**config.mk**
```make
export PLATFORM = sky130hd
export DESIGN_NAME = rtos_tick_task_scheduler
export DESIGN_NICKNAME = d
export VERILOG_FILES = /design/src/rtl/rtts_pkg.sv /design/src/rtl/rtos_tick_task_scheduler.sv
export SDC_FILE = /design/constraint.sdc
export NUM_CORES = 2
export LEC_CHECK = 0
export BUFFER_PORTS_ARGS = -buffer_cell sky130_fd_sc_hd__buf_2
export CAP_MARGIN = 15
export CORE_MARGIN = 1
export CORE_UTILIZATION = 40
export CTS_CLUSTER_SIZE = 14
export DETAILED_ROUTE_END_ITERATION = 8
export PLACE_DENSITY = 0.62
export SYNTH_ARGS = -nofsm -noshare
export SYNTH_HDL_FRONTEND = slang
export SYNTH_SLANG_ARGS = --single-unit
```
**constraint.sdc**
```tcl
create_clock -name i_clk -period 12.55 [get_ports i_clk]
set_clock_uncertainty 0.05 [all_clocks]
set_input_delay 0 -clock i_clk [delete_from_list [all_inputs] [get_ports i_clk]]
set_output_delay 0 -clock i_clk [all_outputs]
set_load 0.1 [all_outputs]
```
**src/rtl/rtts_pkg.sv**
```systemverilog
package rtts_pkg;

    localparam int DefTaskSlots      = 16;
    localparam int DefTimerSlots     = 8;
    localparam int DefIdleIndex      = 0;
    localparam int DefLowestPriority = 255;

    typedef enum logic [1:0] {
        OP_TICK   = 2'd0,
        OP_SCHED  = 2'd1,
        OP_WTASK  = 2'd2,
        OP_WTIMER = 2'd3
    } t_op;

    localparam logic [2:0] TS_UNUSED = 3'd0;
    localparam logic [2:0] TS_INIT   = 3'd1;
    localparam logic [2:0] TS_READY  = 3'd2;
    localparam logic [2:0] TS_RUN    = 3'd3;
    localparam logic [2:0] TS_PEND   = 3'd4;

    localparam logic [1:0] TM_INIT = 2'd0;
    localparam logic [1:0] TM_STOP = 2'd1;
    localparam logic [1:0] TM_RUN  = 2'd3;

    localparam logic [1:0] PK_NONE  = 2'd0;
    localparam logic [1:0] PK_SLEEP = 2'd1;

    localparam logic [1:0] RK_ACK    = 2'd0;
    localparam logic [1:0] RK_FIRED  = 2'd1;
    localparam logic [1:0] RK_WOKEN  = 2'd2;
    localparam logic [1:0] RK_SWITCH = 2'd3;

    localparam logic CFG_RUN_ENABLE    = 1'b0;
    localparam logic CFG_REFILL_PERIOD = 1'b1;

endpackage

```
**src/rtl/rtos_tick_task_scheduler.sv**
```systemverilog
// rtos tick task scheduler
// input channel: i_in_valid / o_in_stall carry one transaction per operation
// (tick, schedule, write task slot, write timer slot). output channel:
// o_out_valid / i_out_stall carry result transactions; o_last marks the final
// result of an operation. the input side is stalled while an operation runs.
// a write registers its slot, then acks. a schedule walks all task slots once,
// then switches through S_CH1 (and S_CH2 on a tick) to S_CH3, or acks when
// the pick is the current task. a tick walks all timers, then all pend waits,
// then refills the budgets of live tasks on a refill tick, then runs the
// schedule walk. task table accesses go through one slot index and timer
// accesses through another, so the walks are set by slot count.
// a result that cannot be handed over because the receiver stalls holds the
// walk in place until the output register frees up.
// reset (synchronous, active low) clears every task to unused, timers to
// init, the refill counter to zero and selects the idle task; run_enable
// comes up 0, so tick and schedule only report the current task.
// config: i_cfg_we with i_cfg_index 0 run_enable, 1 refill_period.
module rtos_tick_task_scheduler
    import rtts_pkg::*;
#(
    parameter int TASK_SLOTS      = DefTaskSlots,
    parameter int TIMER_SLOTS     = DefTimerSlots,
    parameter int IDLE_INDEX      = DefIdleIndex,
    parameter int LOWEST_PRIORITY = DefLowestPriority
) (
    input  logic        i_clk,
    input  logic        i_rst_n,
    input  logic        i_cfg_we,
    input  logic        i_cfg_index,
    input  logic [15:0] i_cfg_data,
    input  logic        i_in_valid,
    output logic        o_in_stall,
    input  logic [1:0]  i_operation,
    input  logic [3:0]  i_entry_index,
    input  logic [2:0]  i_new_state,
    input  logic [7:0]  i_priority_value,
    input  logic [15:0] i_weight_value,
    input  logic [1:0]  i_pend_kind,
    input  logic [31:0] i_count_value,
    input  logic [15:0] i_repeat_count,
    output logic        o_out_valid,
    input  logic        i_out_stall,
    output logic [1:0]  o_result_kind,
    output logic [3:0]  o_result_index,
    output logic        o_timed_out,
    output logic        o_last
);

    localparam int TW = $clog2(TASK_SLOTS);
    localparam int MW = (TIMER_SLOTS > 1) ? $clog2(TIMER_SLOTS) : 1;
    localparam logic [TW-1:0] IDLE_SLOT =
        TW'((IDLE_INDEX < TASK_SLOTS) ? IDLE_INDEX : 0);
    localparam logic [TW-1:0] LAST_TASK  = TW'(TASK_SLOTS - 1);
    localparam logic [MW-1:0] LAST_TIMER = MW'(TIMER_SLOTS - 1);
    localparam logic [7:0]    LOW_PRI    = 8'(LOWEST_PRIORITY);

    typedef enum logic [3:0] {
        S_IDLE, S_WTASK, S_WTIMER, S_ACK, S_TMR, S_TSK, S_RFL,
        S_PICK, S_CH1, S_CH2, S_CH3
    } t_state;

    t_state r_state;

    logic        r_run_en;
    logic [15:0] r_period;
    logic [15:0] r_refill_cnt;

    logic [2:0]  r_status [TASK_SLOTS];
    logic [7:0]  r_pri    [TASK_SLOTS];
    logic [15:0] r_weight [TASK_SLOTS];
    logic [15:0] r_budget [TASK_SLOTS];
    logic [1:0]  r_wkind  [TASK_SLOTS];
    logic [31:0] r_wticks [TASK_SLOTS];
    logic        r_tflag  [TASK_SLOTS];

    logic [1:0]  r_tm_status [TIMER_SLOTS];
    logic [15:0] r_tm_rep    [TIMER_SLOTS];
    logic [31:0] r_tm_cnt    [TIMER_SLOTS];
    logic [31:0] r_tm_rld    [TIMER_SLOTS];

    logic [TW-1:0] r_cur, r_ti, r_nx, r_best, r_best0;
    logic [7:0]    r_bpri, r_bpri0;
    logic [MW-1:0] r_mi;
    logic          r_tick, r_in_range;
    logic [3:0]    r_ack_idx;

    logic [2:0]  r_in_state;
    logic [7:0]  r_in_pri;
    logic [15:0] r_in_weight;
    logic [1:0]  r_in_pend;
    logic [31:0] r_in_count;
    logic [15:0] r_in_repeat;

    logic        r_ov;
    logic [1:0]  r_kind;
    logic [3:0]  r_idx;
    logic        r_to, r_last;

    logic          in_take, out_take, can_out, elig;
    logic [TW-1:0] n_best, n_best0;
    logic [7:0]    n_bpri, n_bpri0;

    assign o_in_stall     = (r_state != S_IDLE);
    assign in_take        = i_in_valid && !o_in_stall;
    assign out_take       = r_ov && !i_out_stall;
    assign can_out        = !r_ov || !i_out_stall;
    assign o_out_valid    = r_ov;
    assign o_result_kind  = r_kind;
    assign o_result_index = r_idx;
    assign o_timed_out    = r_to;
    assign o_last         = r_last;

    // running best picks including the slot under the walk index
    always_comb begin
        n_best  = r_best;
        n_bpri  = r_bpri;
        n_best0 = r_best0;
        n_bpri0 = r_bpri0;
        elig    = (r_status[r_ti] == TS_READY) || (r_status[r_ti] == TS_RUN);
        if (elig) begin
            if (r_budget[r_ti] != 16'd0) begin
                if (r_pri[r_ti] < r_bpri) begin
                    n_bpri = r_pri[r_ti];
                    n_best = r_ti;
                end
            end else if (r_pri[r_ti] < r_bpri0) begin
                n_bpri0 = r_pri[r_ti];
                n_best0 = r_ti;
            end
        end
    end

    always_ff @(posedge i_clk) begin
        if (!i_rst_n) begin
            r_state      <= S_IDLE;
            r_run_en     <= 1'b0;
            r_period     <= 16'd0;
            r_refill_cnt <= 16'd0;
            r_cur        <= IDLE_SLOT;
            r_ov         <= 1'b0;
            r_ti         <= '0;
            r_mi         <= '0;
            for (int i = 0; i < TASK_SLOTS; i++) begin
                r_status[i] <= TS_UNUSED;
                r_budget[i] <= 16'd0;
                r_wkind[i]  <= PK_NONE;
                r_wticks[i] <= 32'd0;
                r_tflag[i]  <= 1'b0;
            end
            for (int i = 0; i < TIMER_SLOTS; i++) begin
                r_tm_status[i] <= TM_INIT;
                r_tm_rep[i]    <= 16'd0;
                r_tm_cnt[i]    <= 32'd0;
                r_tm_rld[i]    <= 32'd0;
            end
        end else begin
            logic n_ov;
            // output register empties on a handoff unless reloaded below
            n_ov = r_ov && !out_take;
            if (i_cfg_we) begin
                if (i_cfg_index == CFG_RUN_ENABLE) begin
                    r_run_en <= i_cfg_data[0];
                end else begin
                    r_period <= i_cfg_data;
                end
            end

            unique case (r_state)
                S_IDLE: begin
                    if (in_take) begin
                        r_in_state  <= i_new_state;
                        r_in_pri    <= i_priority_value;
                        r_in_weight <= i_weight_value;
                        r_in_pend   <= i_pend_kind;
                        r_in_count  <= i_count_value;
                        r_in_repeat <= i_repeat_count;
                        unique case (t_op'(i_operation))
                            OP_WTASK: begin
                                r_ack_idx  <= i_entry_index;
                                r_in_range <= 32'(i_entry_index) < TASK_SLOTS;
                                r_ti       <= TW'(i_entry_index);
                                r_state    <= S_WTASK;
                            end
                            OP_WTIMER: begin
                                r_ack_idx  <= i_entry_index;
                                r_in_range <= 32'(i_entry_index) < TIMER_SLOTS;
                                r_mi       <= MW'(i_entry_index);
                                r_state    <= S_WTIMER;
                            end
                            OP_TICK, OP_SCHED: begin
                                if (!r_run_en) begin
                                    r_ack_idx <= 4'(r_cur);
                                    r_state   <= S_ACK;
                                end else if (t_op'(i_operation) == OP_TICK) begin
                                    r_tick  <= 1'b1;
                                    r_mi    <= '0;
                                    r_state <= S_TMR;
                                end else begin
                                    r_tick  <= 1'b0;
                                    r_ti    <= '0;
                                    r_best  <= IDLE_SLOT;
                                    r_best0 <= IDLE_SLOT;
                                    r_bpri  <= LOW_PRI;
                                    r_bpri0 <= LOW_PRI;
                                    r_state <= S_PICK;
                                end
                            end
                            default: r_state <= S_IDLE;
                        endcase
                    end
                end
                S_WTASK: begin
                    if (r_in_range) begin
                        r_status[r_ti] <= r_in_state;
                        r_pri[r_ti]    <= r_in_pri;
                        r_weight[r_ti] <= r_in_weight;
                        r_budget[r_ti] <= r_in_weight;
                        r_wkind[r_ti]  <= r_in_pend;
                        r_wticks[r_ti] <= r_in_count;
                        r_tflag[r_ti]  <= 1'b0;
                    end
                    r_state <= S_ACK;
                end
                S_WTIMER: begin
                    if (r_in_range) begin
                        r_tm_status[r_mi] <= r_in_state[1:0];
                        r_tm_rep[r_mi]    <= r_in_repeat;
                        r_tm_rld[r_mi]    <= r_in_count;
                        r_tm_cnt[r_mi]    <= r_in_count;
                    end
                    r_state <= S_ACK;
                end
                S_ACK: begin
                    if (can_out) begin
                        n_ov    = 1'b1;
                        r_kind  <= RK_ACK;
                        r_idx   <= r_ack_idx;
                        r_to    <= 1'b0;
                        r_last  <= 1'b1;
                        r_state <= S_IDLE;
                    end
                end
                S_TMR: begin
                    logic fire;
                    fire = 1'b0;
                    if (r_tm_status[r_mi] == TM_RUN) begin
                        fire = (r_tm_rep[r_mi] == 16'd1) || (r_tm_cnt[r_mi] == 32'd0);
                    end
                    if (!fire || can_out) begin
                        if (fire) begin
                            n_ov   = 1'b1;
                            r_kind <= RK_FIRED;
                            r_idx  <= 4'(r_mi);
                            r_to   <= 1'b0;
                            r_last <= 1'b0;
                        end
                        if (r_tm_status[r_mi] == TM_RUN) begin
                            if (r_tm_rep[r_mi] == 16'd1) begin
                                r_tm_status[r_mi] <= TM_STOP;
                            end else if (r_tm_cnt[r_mi] != 32'd0) begin
                                r_tm_cnt[r_mi] <= r_tm_cnt[r_mi] - 32'd1;
                            end else begin
                                if (r_tm_rep[r_mi] != 16'd0) begin
                                    r_tm_rep[r_mi] <= r_tm_rep[r_mi] - 16'd1;
                                end
                                r_tm_cnt[r_mi] <= r_tm_rld[r_mi];
                            end
                        end
                        if (r_mi == LAST_TIMER) begin
                            r_ti    <= '0;
                            r_state <= S_TSK;
                        end else begin
                            r_mi <= r_mi + MW'(1);
                        end
                    end
                end
                S_TSK: begin
                    logic wake, tout;
                    wake = 1'b0;
                    tout = 1'b0;
                    if (r_status[r_ti] == TS_PEND) begin
                        if (r_wkind[r_ti] == PK_SLEEP) begin
                            wake = (r_wticks[r_ti] == 32'd1);
                        end else if (r_wkind[r_ti] != PK_NONE) begin
                            wake = (r_wticks[r_ti] == 32'd1);
                            tout = wake;
                        end
                    end
                    if (!wake || can_out) begin
                        if (wake) begin
                            n_ov           = 1'b1;
                            r_kind         <= RK_WOKEN;
                            r_idx          <= 4'(r_ti);
                            r_to           <= tout;
                            r_last         <= 1'b0;
                            r_status[r_ti] <= TS_READY;
                        end
                        if (tout) begin
                            r_tflag[r_ti] <= 1'b1;
                        end else if (r_status[r_ti] == TS_PEND &&
                                     r_wkind[r_ti] != PK_NONE &&
                                     r_wticks[r_ti] != 32'd0) begin
                            r_wticks[r_ti] <= r_wticks[r_ti] - 32'd1;
                        end
                        if (r_ti == LAST_TASK) begin
                            r_ti <= '0;
                            if (r_refill_cnt == r_period) begin
                                r_refill_cnt <= 16'd0;
                                r_state      <= S_RFL;
                            end else begin
                                r_refill_cnt <= r_refill_cnt + 16'd1;
                                r_best       <= IDLE_SLOT;
                                r_best0      <= IDLE_SLOT;
                                r_bpri       <= LOW_PRI;
                                r_bpri0      <= LOW_PRI;
                                r_state      <= S_PICK;
                            end
                        end else begin
                            r_ti <= r_ti + TW'(1);
                        end
                    end
                end
                S_RFL: begin
                    if (r_status[r_ti] == TS_READY || r_status[r_ti] == TS_RUN ||
                        r_status[r_ti] == TS_PEND) begin
                        r_budget[r_ti] <= r_weight[r_ti];
                    end
                    if (r_ti == LAST_TASK) begin
                        r_ti    <= '0;
                        r_best  <= IDLE_SLOT;
                        r_best0 <= IDLE_SLOT;
                        r_bpri  <= LOW_PRI;
                        r_bpri0 <= LOW_PRI;
                        r_state <= S_PICK;
                    end else begin
                        r_ti <= r_ti + TW'(1);
                    end
                end
                S_PICK: begin
                    r_best  <= n_best;
                    r_best0 <= n_best0;
                    r_bpri  <= n_bpri;
                    r_bpri0 <= n_bpri0;
                    if (r_ti == LAST_TASK) begin
                        r_nx    <= (n_best == IDLE_SLOT) ? n_best0 : n_best;
                        r_ti    <= (n_best == IDLE_SLOT) ? n_best0 : n_best;
                        r_state <= S_CH1;
                    end else begin
                        r_ti <= r_ti + TW'(1);
                    end
                end
                S_CH1: begin
                    if (r_budget[r_ti] != 16'd0) begin
                        r_budget[r_ti] <= r_budget[r_ti] - 16'd1;
                    end
                    if (r_ti == r_cur) begin
                        r_ack_idx <= 4'(r_cur);
                        r_state   <= S_ACK;
                    end else if (r_tick) begin
                        r_ti    <= r_cur;
                        r_state <= S_CH2;
                    end else begin
                        r_state <= S_CH3;
                    end
                end
                S_CH2: begin
                    if (r_status[r_ti] == TS_RUN) begin
                        r_status[r_ti] <= TS_READY;
                    end
                    r_ti    <= r_nx;
                    r_state <= S_CH3;
                end
                S_CH3: begin
                    if (can_out) begin
                        r_status[r_ti] <= TS_RUN;
                        r_cur          <= r_nx;
                        n_ov           = 1'b1;
                        r_kind         <= RK_SWITCH;
                        r_idx          <= 4'(r_nx);
                        r_to           <= 1'b0;
                        r_last         <= 1'b1;
                        r_state        <= S_IDLE;
                    end
                end
                default: r_state <= S_IDLE;
            endcase
            r_ov <= n_ov;
        end
    end

`ifndef SYNTHESIS
    a_switch_is_last: assert property (@(posedge i_clk) disable iff (!i_rst_n)
        o_out_valid && o_result_kind == RK_SWITCH |-> o_last)
        else $error("switch result not marked last");

    a_busy_after_take: assert property (@(posedge i_clk) disable iff (!i_rst_n)
        in_take |=> o_in_stall)
        else $error("input not stalled after a transaction was taken");

    a_timeout_only_woken: assert property (@(posedge i_clk) disable iff (!i_rst_n)
        o_out_valid && o_timed_out |-> o_result_kind == RK_WOKEN)
        else $error("timeout flag on a non-wake result");

    a_cur_in_range: assert property (@(posedge i_clk) disable iff (!i_rst_n)
        32'(r_cur) < TASK_SLOTS)
        else $error("current task out of range");
`endif

endmodule
```
==> impl_results.md <==
- Pwr/cell area: 183 nW/um2
- Placed insts: 8844
- Post-synth EDFFs: 2007
- Gate Count Post-Synth: 6055
- Synth Warn #: 0
- Via count: 55100
- Slew margin rel.: 20.2%
- Total GRT Usage: 21.5%
- CP required: 12.89 ns
- Area grow syn2layout: 14.1%
- Die height: 480 um
- Cell-internal power: 0.0131 W
- Critical Path Slowest Stage Cell: dfxtp_4
- Placer Congestion: 0.879
- Setup TNS: 0 ns
- Share of cells above drive strength 1: 19.1%
- Root Driver: clkbuf_16
- Vias per inst: 5.81
- CP Capture Type: flip-flop
- Switching power: 0.00591 W
- Sw frac: 31.0%
- GRT overflow: 0
- Final setup fails: 0
- Max Root-Sink Buffers: 3
- DR WL/cell: 26.5 um
- Cts hold-fix bufs: 238
- Hold/Removal Path Class: in -> reg
- Seq pwr share: 43.6%
- Detailed Route WL: 251 mm
- Rows: 175
- Hold Path Stages: 3
- Clk sinks: 2063
- Leading post-synthesis cells by instance count: 2007 x edfxtp_1, 1355 x nor2_1, 490 x mux4_2, 312 x and3_1, 231 x clkbuf_1
- R2r worst-path depth: 14
- Die Wd: 480 um
- Prevailing post-synth register cell: edfxtp_1
- Count leader, synth: edfxtp_1
- CTS tree: built
- First-pass GRT wire length: 369 mm
- # IOs: 115
- Max H-tree Level: 4
- Core area: 227000 um2
- Critical path fanouts, max: 46
- Outcome: finished clean
- DRT Pass-1 Iters: 6
- Mapped cell area: 91400 um2
- Comb pwr share: 24.2%
- Crit-path cells: buf_4, mux4_2, mux4_2, inv_1, ha_1, nor3b_1, o21ai_1, nor4_2, nand2_1, and3_1, buf_4, or3_1, nand2_1, nand2_1
- Fin. Hold Viols: 0
- RSZ-0062 raised after global routing: no
- FFs w/ async S/R, synth: 0%
- 1st-iter DRT viols: 6090
- Max cap viols: 0
- Post-synth cell types: 95
- Most used cell, CP: nand2_1
- Util after Layout: 45.9%
- Drt drc: 0
- Vias in the first global route: 55000
- Cell taking the most area after synthesis: edfxtp_1
- CTS buffer count: 207
- Net Count, Synth: 6188
- Max Transition Viols Final: 0
- Max Clk Rate: 128 MHz
- Post-CTS Resized: 0
- Die footprint: 230000 um2
- Worst vdd ir: 0.154 mV
- Starting Density: 40.2%
- IO buf count: 114
- CP max stage delay: 0.90 ns
- DRT antenna net count: 0
- Synthesized area per cell: 15.1 um2
- Crit Path Class: reg -> reg
- Fin crit period: 7.81 ns
- Lkg Pwr: 35.6 nW
- Top cells by area, synth: edfxtp_1 66%, mux4_2 12%, nor2_1 5.6%
- Total power: 0.0190 W
- Final nets: 6417
- Worst Max-Slew Pin Slew: 1.19 ns
- Post-DP HPWL: 150 mm
- Clk Latency, worst-skew pair: 0.88 ns
- Synth top area share: 65.9%
- Clock Pin Slew Worst Setup and Hold Paths: 0.06 ns
- Worst EP arrival: 8.15 ns
- Clock share of power: 32.2%
- Initial antenna violation count: 15
- Sequential share of the synthesized area: 67.1%
- WHS: 0.0717 ns
- Final Non-Filler Cells: 9474
- Largest net degree at the start of global routing: 246
- Tcrit/Tclk final: 62.2%
- Setup repair bufs after CTS: 0
- Worst setup SP type: flip-flop
- Flops & latches, synth: 2063
[placed cells by master, fill, tap and decap left out, types with 16 or more instances in the layout]
cell type      netlist  routed
nor2_1            1355    1335
mux2i_1            201     201
nand4_1             25      25
nor2_4               0      17
dlygate4sd3_1        0     238
a22oi_1             52      52
o21ai_4              0      23
nand2b_1            17      16
edfxtp_1          2007    2007
nand2_1            217     197
nor3_1              77      73
a21oi_1             81      77
a22oi_2             29      29
mux4_2             490     490
dfxtp_1             56      49
buf_2              151     113
bufinv_16            0      17
o21ai_0             83      62
and2_1              32      32
ha_1                28      28
inv_1               34      33
clkinv_2             0      38
mux2_2              54      54
nor2b_1             20      20
xnor2_1             73      73
clkinv_1             1      56
clkbuf_16            0     208
clkbuf_1           231      44
and3_1             312     312
nand3_1             67      63
nand2_2             16      36
xor2_1              49      49
buf_4               32     118
[power by group through the flow]
stage               combinational (W)  sequential (W)  clock, W
finish                        0.00461         0.00830   0.00614
global route                  0.00487         0.00834   0.00647
CTS                           0.00459         0.00830   0.00622
detailed placement            0.00451         0.00844         0
global placement              0.00448         0.00843         0
floorplan                     0.00327         0.00823         0
[layout make-up]
class                           count  area [um2]
Clock buffer                      252        5370
Timing Repair Buffer              480        4040
Sequential cell                  2063       61400
Multi-Input combinational cell   3496       28200
Antenna cell                        7        17.5
Fill cell                       19500      123000
Tap cell                         3009        3760
Inverter                           36         138
Clock inverter                    131        1340
[sequential cells by signal, summed over array words and instances, names as in the netlist, 32 cells and up, named ones only]
| name | cells |
|---|---|
| r_tm_rld | 256 |
| r_pri | 128 |
| r_wkind | 32 |
| r_in_count | 32 |
| r_status | 48 |
| r_budget | 256 |
| r_tm_cnt | 256 |
| r_tm_rep | 128 |
| r_weight | 256 |
| r_wticks | 512 |
[cell families (layout without fill, tap and decap cells)]
group,Yosys count,after routing,synth area share [%]
AND/OR/NAND/NOR,2225,2225,10.9
adder cells (fa/ha/maj),29,29,0.394
AO/OA/AOI/OAI,375,375,2.89
XOR/XNOR,122,122,1.17
buffers and inverters,496,899,2.57
multiplexers,745,745,14.9
flip-flops,2063,2063,67.1
other,0,7,0
[critical path, delay by kind of cell (launching register included)]
| kind | cells | cell delay, ns |
|---|---|---|
| AOI/OAI and AO/OA | 1 | 0.22 |
| muxes | 2 | 0.93 |
| adders and majority gates | 1 | 0.19 |
| and+or+nand+nor | 7 | 3.90 |
| buffers and inverters | 3 | 1.04 |
| DFF | 1 | 0.90 |
[metal layers]
metal | share of wire (%) | track usage [%] | up-vias
met1 | 41 | 29.4 | 28500
met4 | 3.3 | 7.23 | 4
met3 | 7.8 | 3.64 | 497
met2 | 48 | 35.0 | 2589
met5 | 0.012 | 0 | -
li1 | - | - | 23500
[metrics by stage]
| stage | setup WS, ns | area (um2) |
|---|---|---|
| finish | 4.74 | 104000 |
| global route | 4.39 | 104000 |
| CTS | 4.76 | 104000 |
| detailed placement | 4.81 | 95200 |
| global placement | 4.91 | 95100 |
| floorplan | 4.79 | 91400 |
[path summary, 6_finish.rpt]
check	slack, ns	to	from
max	4.74	r_budget[0][8]	flip-flop
min	0.07	r_tick	i_operation[0]
max reg2reg	4.74	r_budget[0][8]	flip-flop
min reg2reg	0.48	r_cur[3]	r_cur[3]
(Power assumes the default switching activity.)
